[src/aeed_pkg.sv]
// Shared types, constants and helpers for the alarm controller core.
// No dependencies.
`timescale 1ns / 1ps
`default_nettype none

package aeed_pkg;

    localparam int DelayW    = 10;
    localparam int BlinkW    = 4;
    localparam int CfgAddrW  = 2;
    localparam int CfgDataW  = 10;
    localparam int ModeCodeW = 3;
    localparam int InDataW   = 8;
    localparam int OutDataW  = 8;

    // Register indexes of the configuration port
    localparam logic [CfgAddrW-1:0] CFG_DELAY_TICKS = 2'd0;
    localparam logic [CfgAddrW-1:0] CFG_FAST_BLINK  = 2'd1;
    localparam logic [CfgAddrW-1:0] CFG_SLOW_BLINK  = 2'd2;

    localparam logic [DelayW-1:0] RST_DELAY_TICKS = 10'd100;
    localparam logic [BlinkW-1:0] RST_FAST_BLINK  = 4'd2;
    localparam logic [BlinkW-1:0] RST_SLOW_BLINK  = 4'd5;

    // Mode codes as seen on the result beat
    localparam logic [ModeCodeW-1:0] CODE_IDLE  = 3'd0;
    localparam logic [ModeCodeW-1:0] CODE_EXIT  = 3'd1;
    localparam logic [ModeCodeW-1:0] CODE_ARMED = 3'd2;
    localparam logic [ModeCodeW-1:0] CODE_ENTRY = 3'd3;
    localparam logic [ModeCodeW-1:0] CODE_ALARM = 3'd4;

    typedef enum logic [4:0] {
        MODE_IDLE  = 5'b00001,
        MODE_EXIT  = 5'b00010,
        MODE_ARMED = 5'b00100,
        MODE_ENTRY = 5'b01000,
        MODE_ALARM = 5'b10000
    } t_mode;

    typedef enum logic [3:0] {
        DISP_OFF  = 4'b0001,
        DISP_ON   = 4'b0010,
        DISP_SLOW = 4'b0100,
        DISP_FAST = 4'b1000
    } t_disp;

    typedef struct packed {
        t_mode mode;
        t_disp disp;
        logic  siren;
    } t_ctl;

    function automatic logic [ModeCodeW-1:0] mode_code(input t_mode m);
        logic [ModeCodeW-1:0] c;
        case (m)
            MODE_EXIT:  c = CODE_EXIT;
            MODE_ARMED: c = CODE_ARMED;
            MODE_ENTRY: c = CODE_ENTRY;
            MODE_ALARM: c = CODE_ALARM;
            default:    c = CODE_IDLE;
        endcase
        return c;
    endfunction

endpackage

`default_nettype wire

[src/aeed_mode.sv]
// Mode machine: button edge detect, exit/entry delay counter and siren.
// Depends on aeed_pkg.
`timescale 1ns / 1ps
`default_nettype none

module aeed_mode (
    input  wire logic                         i_clk,
    input  wire logic                         i_rst_n,
    input  wire logic                         i_adv,
    input  wire logic                         i_door,
    input  wire logic                         i_button,
    input  wire logic [aeed_pkg::DelayW-1:0]  i_delay_ticks,
    output aeed_pkg::t_ctl                    o_ctl_next
);
    import aeed_pkg::*;

    t_mode             r_mode, n_mode;
    t_disp             r_disp, n_disp;
    logic              r_siren, n_siren;
    logic              r_button_prev;
    logic [DelayW-1:0] r_delay_count, n_delay_count;
    logic              press;
    logic              expired;

    always_comb begin
        press         = i_button & ~r_button_prev;
        expired       = (r_delay_count >= i_delay_ticks);
        n_mode        = r_mode;
        n_disp        = r_disp;
        n_siren       = r_siren;
        n_delay_count = r_delay_count;
        case (r_mode)
            MODE_IDLE: begin
                if (press && !i_door) begin
                    n_delay_count = '0;
                    n_disp        = DISP_SLOW;
                    n_mode        = MODE_EXIT;
                end
            end
            MODE_EXIT: begin
                // press beats expiry here
                if (press) begin
                    n_disp = DISP_OFF;
                    n_mode = MODE_IDLE;
                end else if (expired) begin
                    n_disp = DISP_ON;
                    n_mode = MODE_ARMED;
                end else begin
                    n_delay_count = DelayW'(r_delay_count + 1'b1);
                end
            end
            MODE_ARMED: begin
                if (i_door) begin
                    n_delay_count = '0;
                    n_disp        = DISP_FAST;
                    n_mode        = MODE_ENTRY;
                end
            end
            MODE_ENTRY: begin
                // expiry beats press here
                if (expired) begin
                    n_siren = 1'b1;
                    n_mode  = MODE_ALARM;
                end else if (press) begin
                    n_disp = DISP_OFF;
                    n_mode = MODE_IDLE;
                end else begin
                    n_delay_count = DelayW'(r_delay_count + 1'b1);
                end
            end
            MODE_ALARM: begin
                if (press) begin
                    n_siren = 1'b0;
                    n_disp  = DISP_OFF;
                    n_mode  = MODE_IDLE;
                end
            end
            default: begin
                n_mode = MODE_IDLE;
            end
        endcase
    end

    always_ff @(posedge i_clk) begin
        if (!i_rst_n) begin
            r_mode        <= MODE_IDLE;
            r_disp        <= DISP_OFF;
            r_siren       <= 1'b0;
            r_button_prev <= 1'b0;
            r_delay_count <= '0;
        end else if (i_adv) begin
            r_mode        <= n_mode;
            r_disp        <= n_disp;
            r_siren       <= n_siren;
            r_button_prev <= i_button;
            r_delay_count <= n_delay_count;
        end
    end

    assign o_ctl_next = '{mode: n_mode, disp: n_disp, siren: n_siren};

endmodule

`default_nettype wire

[src/aeed_led.sv]
// Status LED driver: off, on, or toggling at the fast or slow blink period.
// Depends on aeed_pkg.
`timescale 1ns / 1ps
`default_nettype none

module aeed_led (
    input  wire logic                         i_clk,
    input  wire logic                         i_rst_n,
    input  wire logic                         i_adv,
    input  wire aeed_pkg::t_disp              i_disp,
    input  wire logic [aeed_pkg::BlinkW-1:0]  i_fast_ticks,
    input  wire logic [aeed_pkg::BlinkW-1:0]  i_slow_ticks,
    output logic                              o_led_next
);
    import aeed_pkg::*;

    logic [BlinkW-1:0] r_blink_count, n_blink_count;
    logic              r_led, n_led;
    logic [BlinkW-1:0] count_inc;
    logic [BlinkW-1:0] period;

    always_comb begin
        count_inc     = BlinkW'(r_blink_count + 1'b1);
        period        = (i_disp == DISP_FAST) ? i_fast_ticks : i_slow_ticks;
        n_blink_count = '0;
        n_led         = 1'b0;
        case (i_disp)
            DISP_FAST, DISP_SLOW: begin
                if (count_inc >= period) begin
                    n_blink_count = '0;
                    n_led         = ~r_led;
                end else begin
                    n_blink_count = count_inc;
                    n_led         = r_led;
                end
            end
            DISP_ON: begin
                n_led = 1'b1;
            end
            default: begin
                n_led = 1'b0;
            end
        endcase
    end

    always_ff @(posedge i_clk) begin
        if (!i_rst_n) begin
            r_blink_count <= '0;
            r_led         <= 1'b0;
        end else if (i_adv) begin
            r_blink_count <= n_blink_count;
            r_led         <= n_led;
        end
    end

    assign o_led_next = n_led;

endmodule

`default_nettype wire

[src/alarm_controller_entry_exit_delay_core.sv]
// Intruder alarm controller with entry and exit delay: top level.
// Depends on aeed_pkg, aeed_mode and aeed_led.
// Stages: input register, mode/LED logic, result register. A tick waits in the
// input register until the result slot is free; one tick per cycle unless stalled.
// Reset (synchronous, i_rst_n low): idle mode, LED and siren off, both sides empty,
// delay 100 ticks, fast blink 2 ticks, slow blink 5 ticks.
`timescale 1ns / 1ps
`default_nettype none

module alarm_controller_entry_exit_delay_core (
    input  wire logic                           i_clk,
    input  wire logic                           i_rst_n,
    // configuration write port
    input  wire logic                           i_cfg_we,
    input  wire logic [aeed_pkg::CfgAddrW-1:0]  i_cfg_addr,
    input  wire logic [aeed_pkg::CfgDataW-1:0]  i_cfg_wdata,
    // tick input
    input  wire logic                           i_s_axis_tvalid,
    output logic                                o_s_axis_tready,
    // [0] door_active, [1] button_level, [7:2] zero
    input  wire logic [aeed_pkg::InDataW-1:0]   i_s_axis_tdata,
    // result output
    output logic                                o_m_axis_tvalid,
    input  wire logic                           i_m_axis_tready,
    // [0] status_led, [1] siren_on, [4:2] mode_code, [7:5] zero
    output logic [aeed_pkg::OutDataW-1:0]       o_m_axis_tdata
);
    import aeed_pkg::*;

    // Configuration registers
    logic [DelayW-1:0] r_delay_ticks;
    logic [BlinkW-1:0] r_fast_ticks;
    logic [BlinkW-1:0] r_slow_ticks;

    // Input stage
    logic r_in_valid;
    logic r_in_door;
    logic r_in_button;

    // Result stage
    logic                r_out_valid;
    logic [OutDataW-1:0] r_out_data;
    logic [OutDataW-1:0] n_out_data;

    logic adv;
    logic in_fire;
    t_ctl ctl_next;
    logic led_next;

    // Move the held tick into the result register whenever that slot frees up;
    // the mode and LED state advance on the same edge.
    assign adv             = r_in_valid && (!r_out_valid || i_m_axis_tready);
    assign o_s_axis_tready = !r_in_valid || adv;
    assign in_fire         = i_s_axis_tvalid && o_s_axis_tready;

    always_ff @(posedge i_clk) begin
        if (!i_rst_n) begin
            r_delay_ticks <= RST_DELAY_TICKS;
            r_fast_ticks  <= RST_FAST_BLINK;
            r_slow_ticks  <= RST_SLOW_BLINK;
        end else if (i_cfg_we) begin
            case (i_cfg_addr)
                CFG_DELAY_TICKS: r_delay_ticks <= i_cfg_wdata[DelayW-1:0];
                CFG_FAST_BLINK:  r_fast_ticks  <= i_cfg_wdata[BlinkW-1:0];
                CFG_SLOW_BLINK:  r_slow_ticks  <= i_cfg_wdata[BlinkW-1:0];
                default: ;  // unmapped index: drop the write
            endcase
        end
    end

    // Input register: hold the beat until it moves on
    always_ff @(posedge i_clk) begin
        if (!i_rst_n) begin
            r_in_valid <= 1'b0;
        end else if (in_fire) begin
            r_in_valid <= 1'b1;
        end else if (adv) begin
            r_in_valid <= 1'b0;
        end
    end

    always_ff @(posedge i_clk) begin
        if (in_fire) begin
            r_in_door   <= i_s_axis_tdata[0];
            r_in_button <= i_s_axis_tdata[1];
        end
    end

    aeed_mode u_mode (
        .i_clk         (i_clk),
        .i_rst_n       (i_rst_n),
        .i_adv         (adv),
        .i_door        (r_in_door),
        .i_button      (r_in_button),
        .i_delay_ticks (r_delay_ticks),
        .o_ctl_next    (ctl_next)
    );

    // LED follows the display choice made after this tick's mode update
    aeed_led u_led (
        .i_clk        (i_clk),
        .i_rst_n      (i_rst_n),
        .i_adv        (adv),
        .i_disp       (ctl_next.disp),
        .i_fast_ticks (r_fast_ticks),
        .i_slow_ticks (r_slow_ticks),
        .o_led_next   (led_next)
    );

    assign n_out_data = {{(OutDataW - ModeCodeW - 2){1'b0}},
                         mode_code(ctl_next.mode), ctl_next.siren, led_next};

    // Result register: load on advance, drop once the beat is taken
    always_ff @(posedge i_clk) begin
        if (!i_rst_n) begin
            r_out_valid <= 1'b0;
        end else if (adv) begin
            r_out_valid <= 1'b1;
        end else if (i_m_axis_tready) begin
            r_out_valid <= 1'b0;
        end
    end

    always_ff @(posedge i_clk) begin
        if (adv) begin
            r_out_data <= n_out_data;
        end
    end

    assign o_m_axis_tvalid = r_out_valid;
    assign o_m_axis_tdata  = r_out_data;

endmodule

`default_nettype wire

[config.mk]
export PLATFORM = sky130hd
export DESIGN_NAME = alarm_controller_entry_exit_delay_core
export DESIGN_NICKNAME = d
export VERILOG_FILES = /design/src/aeed_pkg.sv /design/src/aeed_mode.sv /design/src/aeed_led.sv /design/src/alarm_controller_entry_exit_delay_core.sv
export SDC_FILE = /design/constraint.sdc
export NUM_CORES = 1
export LEC_CHECK = 0
export ABC_CLOCK_PERIOD_IN_PS = 4680
export BUFFER_PORTS_ARGS = -buffer_cell sky130_fd_sc_hd__buf_2
export CAP_MARGIN = 15
export CORE_MARGIN = 2
export CORE_UTILIZATION = 58
export DETAILED_ROUTE_END_ITERATION = 8
export PLACE_DENSITY_LB_ADDON = 0.1
export SETUP_SLACK_MARGIN = 0.05
export SLEW_MARGIN = 20
export SYNTH_ARGS = -nofsm -noshare
export SYNTH_HDL_FRONTEND = slang
export SYNTH_SLANG_ARGS = --single-unit
[constraint.sdc]
create_clock -name i_clk -period 4.68 [get_ports i_clk]
set_clock_uncertainty 0.2 [all_clocks]
set_input_delay 0.468 -clock i_clk [delete_from_list [all_inputs] [get_ports i_clk]]
set_output_delay 0.468 -clock i_clk [all_outputs]
set_load 0.05 [all_outputs]
==> flow_results.xml <==
<?xml version="1.0" encoding="UTF-8"?>
<metrics>
  <group name="sta">
    <metric name="timing.fmax" unit="MHz">228</metric>
    <metric name="finalMaxSlewViolations" unit="">0</metric>
    <metric name="setup_slack" unit="ns">0.297</metric>
    <metric name="max-slew-margin-rel" unit="%">47.2</metric>
    <metric name="worst_slew_pin_slew" unit="ns">0.787</metric>
    <metric name="setup_violations" unit="">0</metric>
    <metric name="final.setup.tns" unit="ns">0</metric>
    <metric name="fin_crit_sh" unit="%">93.6</metric>
    <metric name="period_needed" unit="ns">4.38</metric>
    <metric name="unrepaired_setup_endpoints_after_global_routing" unit="">false</metric>
    <metric name="final_hold_viol_count" unit="">0</metric>
  </group>
  <group name="synth">
    <metric name="count_of_flip_flops_with_a_built_in_enable_after_synthesis" unit="">7</metric>
    <metric name="synth.cell_area" unit="sq um">3020</metric>
    <metric name="ff_latch_count_synth" unit="">53</metric>
    <metric name="seq_area_frac_synth" unit="%">37.5</metric>
    <metric name="netlist-cell-type-count" unit="">60</metric>
    <metric name="async_reset_ff_share" unit="%">0</metric>
    <metric name="syn-instance-count" unit="">345</metric>
    <metric name="syn_area_per_cell" unit="sq um">8.74</metric>
    <metric name="synth_warnings" unit="">0</metric>
    <metric name="synthFlopType" unit="">dfxtp_1</metric>
  </group>
  <group name="clocking">
    <metric name="clkSinkCount" unit="">53</metric>
    <metric name="cts_tree" unit="">built</metric>
    <metric name="clock_tree.root_cell" unit="">clkbuf_8</metric>
    <metric name="ctsHtreeMaxLevel" unit="">2</metric>
    <metric name="cts.clk_slew.worst_paths" unit="ns">0.09</metric>
    <metric name="clock_path_buffers" unit="">2</metric>
    <metric name="cts_buffers" unit="">5</metric>
    <metric name="clkLatencyLatePin" unit="ns">0.31</metric>
  </group>
  <group name="worst_setup_path">
    <metric name="cp.arrival" unit="ns">4.41</metric>
    <metric name="ff2ff_path_depth" unit="">18</metric>
    <metric name="crit_path_start_kind" unit="">register</metric>
    <metric name="timing.critical_path.cells" unit="">inv_1 &gt; ha_1 &gt; nand2b_1 &gt; a211oi_2 &gt; o2bb2ai_1 &gt; a211o_1 &gt; a41oi_2 &gt; nor3b_4 &gt; mux2_4 &gt; ha_1 &gt; nand2b_1 &gt; a21o_1 &gt; a21o_1 &gt; a21o_1 &gt; inv_1 &gt; nand4_1 &gt; a211o_1 &gt; a21oi_1</metric>
    <metric name="cp_slowest_stage_delay" unit="ns">0.36</metric>
    <metric name="crit_path_frequent_cell" unit="">a21o_1</metric>
    <metric name="cp_max_fo" unit="">4</metric>
    <metric name="total_buffers_and_inverters_traversed_by_the_critical_path" unit="">2</metric>
    <metric name="worst-endpoint-required" unit="ns">4.71</metric>
    <metric name="path_depth" unit="">18</metric>
    <metric name="timing.critical_path.to_type" unit="">register</metric>
    <metric name="critPathSlowestCell" unit="">dfxtp_1</metric>
    <metric name="cpLargestDelayFamily" unit="">compound AO/OA/AOI/OAI gates</metric>
    <metric name="cp_class" unit="">register to register</metric>
  </group>
  <group name="placement">
    <metric name="pre_cts_ws" unit="ns">0.238</metric>
    <metric name="gp_routability_congestion" unit="">0.925</metric>
    <metric name="place_inst" unit="">435</metric>
    <metric name="dp.final_hpwl" unit="microns">4410</metric>
    <metric name="port_buffers" unit="">25</metric>
  </group>
  <group name="cells_and_area">
    <metric name="n_antenna_cell" unit="">0</metric>
    <metric name="filler_free_cell_count_of_the_finished_design" unit="">445</metric>
    <metric name="finalNetCount" unit="">415</metric>
    <metric name="drive_above_1_share" unit="%">18.1</metric>
    <metric name="area_growth" unit="%">11.0</metric>
    <metric name="final_core_area_utilization" unit="%">66.0</metric>
  </group>
  <group name="worst_hold_path">
    <metric name="timing.hold.worst.class" unit="">primary input to register</metric>
    <metric name="hold-path-cell-count" unit="">1</metric>
  </group>
  <group name="die">
    <metric name="die-area" unit="sq um">5790</metric>
    <metric name="core_region_area" unit="sq um">5070</metric>
    <metric name="initial_core_util" unit="%">59.4</metric>
    <metric name="ioPinCount" unit="">35</metric>
    <metric name="placementRows" unit="">26</metric>
    <metric name="die_width" unit="microns">76.1</metric>
    <metric name="die-height" unit="microns">76.1</metric>
  </group>
  <group name="power_and_ir_drop">
    <metric name="p_int" unit="mW">0.639</metric>
    <metric name="vdd.ir_drop.worst" unit="uV">164</metric>
    <metric name="switching_share" unit="%">28.3</metric>
    <metric name="power.total" unit="mW">0.891</metric>
    <metric name="power.share.sequential" unit="%">54.4</metric>
    <metric name="power.density_cell_area" unit="nW/um^2">266</metric>
    <metric name="power_frac_clock" unit="%">28.5</metric>
    <metric name="switching_power" unit="mW">0.253</metric>
    <metric name="static-leakage-power" unit="nW">1.35</metric>
    <metric name="share_comb_of_total_power" unit="%">17.1</metric>
  </group>
  <group name="drt">
    <metric name="route.vias.total" unit="">2479</metric>
    <metric name="detail-route-antenna-nets" unit="">0</metric>
    <metric name="wire_per_inst" unit="microns">13.7</metric>
    <metric name="wl" unit="microns">6080</metric>
    <metric name="drt_first_iter_violations" unit="">255</metric>
    <metric name="viasPerCell" unit="">5.57</metric>
    <metric name="detail_route.drc_violations" unit="">0</metric>
    <metric name="drt_pass1_iterations" unit="">5</metric>
  </group>
  <group name="run_status">
    <metric name="outcome" unit="">finished, final reports clean</metric>
  </group>
  <group name="flow_run">
    <metric name="drv_cap" unit="">0</metric>
  </group>
  <group name="grt">
    <metric name="grt_start_max_net_pins" unit="">27</metric>
    <metric name="antenna_found_initial" unit="">0</metric>
    <metric name="first_global_vias" unit="">2348</metric>
    <metric name="overflow" unit="">0</metric>
    <metric name="grt_first_pass_wirelength" unit="microns">10600</metric>
    <metric name="global_route.usage.total" unit="%">22.2</metric>
  </group>
</metrics>
## layer usage
metal  wire, microns  GRT usage, %  vias up
met2            2790          35.4       65
met1            2920          30.1     1132
li1                -             -     1272
met3             285          4.98       10
met4              75          7.09        0
met5               0             0        -
## cells in the final DEF, fill, tap and decap left out, drive strengths merged, types with 7 or more instances in the layout
cell,synthesis,routed
nand3,8,8
clkbuf,10,7
o21ai,15,15
buf,7,37
inv,14,15
edfxtp,7,7
ha,16,16
a21oi,27,27
mux2i,11,11
nand2,47,47
nor3b,8,8
nor2,34,34
dfxtp,46,46
## metrics by stage
stage	hold slack (ns)	instance area [sq um]
after floorplan	0.236	3020
after CTS	0.125	3300
after detailed placement	0.249	3220
after global placement	0.245	3220
final	0.131	3350
after global routing	0.117	3350
## power groups by stage
stage / Sequential (mW) / Combinational [mW] / Clock (mW)
2_1_floorplan: 0.504 / 0.106 / 0
3_3_place_gp: 0.495 / 0.145 / 0
3_5_place_dp: 0.496 / 0.146 / 0
4_1_cts: 0.485 / 0.147 / 0.258
5_1_grt: 0.487 / 0.167 / 0.279
6_report: 0.485 / 0.152 / 0.254
## Yosys cell counts, types with 3 or more instances
| master | number | share of area (%) |
|---|---|---|
| o31a_1 | 3 | 0.87 |
| nand3_1 | 7 | 1.2 |
| o21a_1 | 3 | 0.75 |
| o21ai_0 | 15 | 2.5 |
| a21oi_1 | 26 | 4.3 |
| nand2_1 | 47 | 5.9 |
| ha_1 | 16 | 6.6 |
| a21o_1 | 4 | 1.0 |
| a211o_1 | 3 | 0.87 |
| nor3b_1 | 5 | 1.2 |
| clkbuf_1 | 10 | 1.2 |
| nand2b_1 | 6 | 1.2 |
| xor2_1 | 4 | 1.2 |
| a211oi_1 | 3 | 0.75 |
| o211ai_1 | 3 | 0.75 |
| nand3b_1 | 4 | 1.0 |
| or3_1 | 5 | 1.0 |
| nor3_1 | 4 | 0.66 |
| nor2b_1 | 4 | 0.83 |
| xnor2_1 | 5 | 1.5 |
| edfxtp_1 | 7 | 7.0 |
| inv_1 | 14 | 1.7 |
| o31ai_1 | 3 | 0.75 |
| mux2i_1 | 11 | 3.7 |
| dfxtp_1 | 46 | 31 |
| nand4_1 | 4 | 0.83 |
| buf_4 | 3 | 0.75 |
| nor2_1 | 34 | 4.2 |
| and2_1 | 6 | 1.2 |
## flip-flops by register name, indices dropped and copies added, names as in the netlist, 4 cells and up
signal                flops
u_mode.r_mode             5
u_led.r_blink_count       4
r_slow_ticks              4
u_mode.r_disp             4
r_fast_ticks              4
o_m_axis_tdata            5
r_delay_ticks            10
u_mode.r_delay_count     10
## cells by family after synthesis
kind of cell	Yosys count	share of synthesized area [%]
muxes	12	4.15
and+or+nand+nor	142	25.0
buffers and inverters	32	4.94
AOI/OAI and AO/OA	80	19.0
adders and majority gates	16	6.64
other	1	0.124
DFF	53	37.5
xor gates and xnor gates	9	2.61
## final timing paths
| kind | from | end | slack [ns] |
|---|---|---|---|
| worst max-delay path | u_mode.r_delay_count[0]$_SDFFE_PN0P_ | u_led.r_blink_count[2]$_SDFFE_PN0P_ | 0.30 |
| worst min-delay path | i_s_axis_tdata[0] | r_in_door$_DFFE_PP_ | 0.13 |
| worst max register to register | u_mode.r_delay_count[0]$_SDFFE_PN0P_ | u_led.r_blink_count[2]$_SDFFE_PN0P_ | 0.30 |
| worst min register to register | r_delay_ticks[1]$_SDFFE_PN0P_ | r_delay_ticks[1]$_SDFFE_PN0P_ | 0.26 |
## layout make-up
class                   instances  area, sq um
well taps                      70         87.6
inverters                      15         56.3
fillers                       441         1730
clock inverters                 1         6.26
repair buffers                 37          215
multi-input cells             262         1770
flip-flops and latches         53         1130
clock buffers                   7         76.3
## timing repair
action,in CTS,in global routing
setup buffers,0,2
resized for setup,0,8
endpoints found under the setup margin,0,6
hold buffers,0,0
Note: power is estimated with default switching activity, not from simulation.
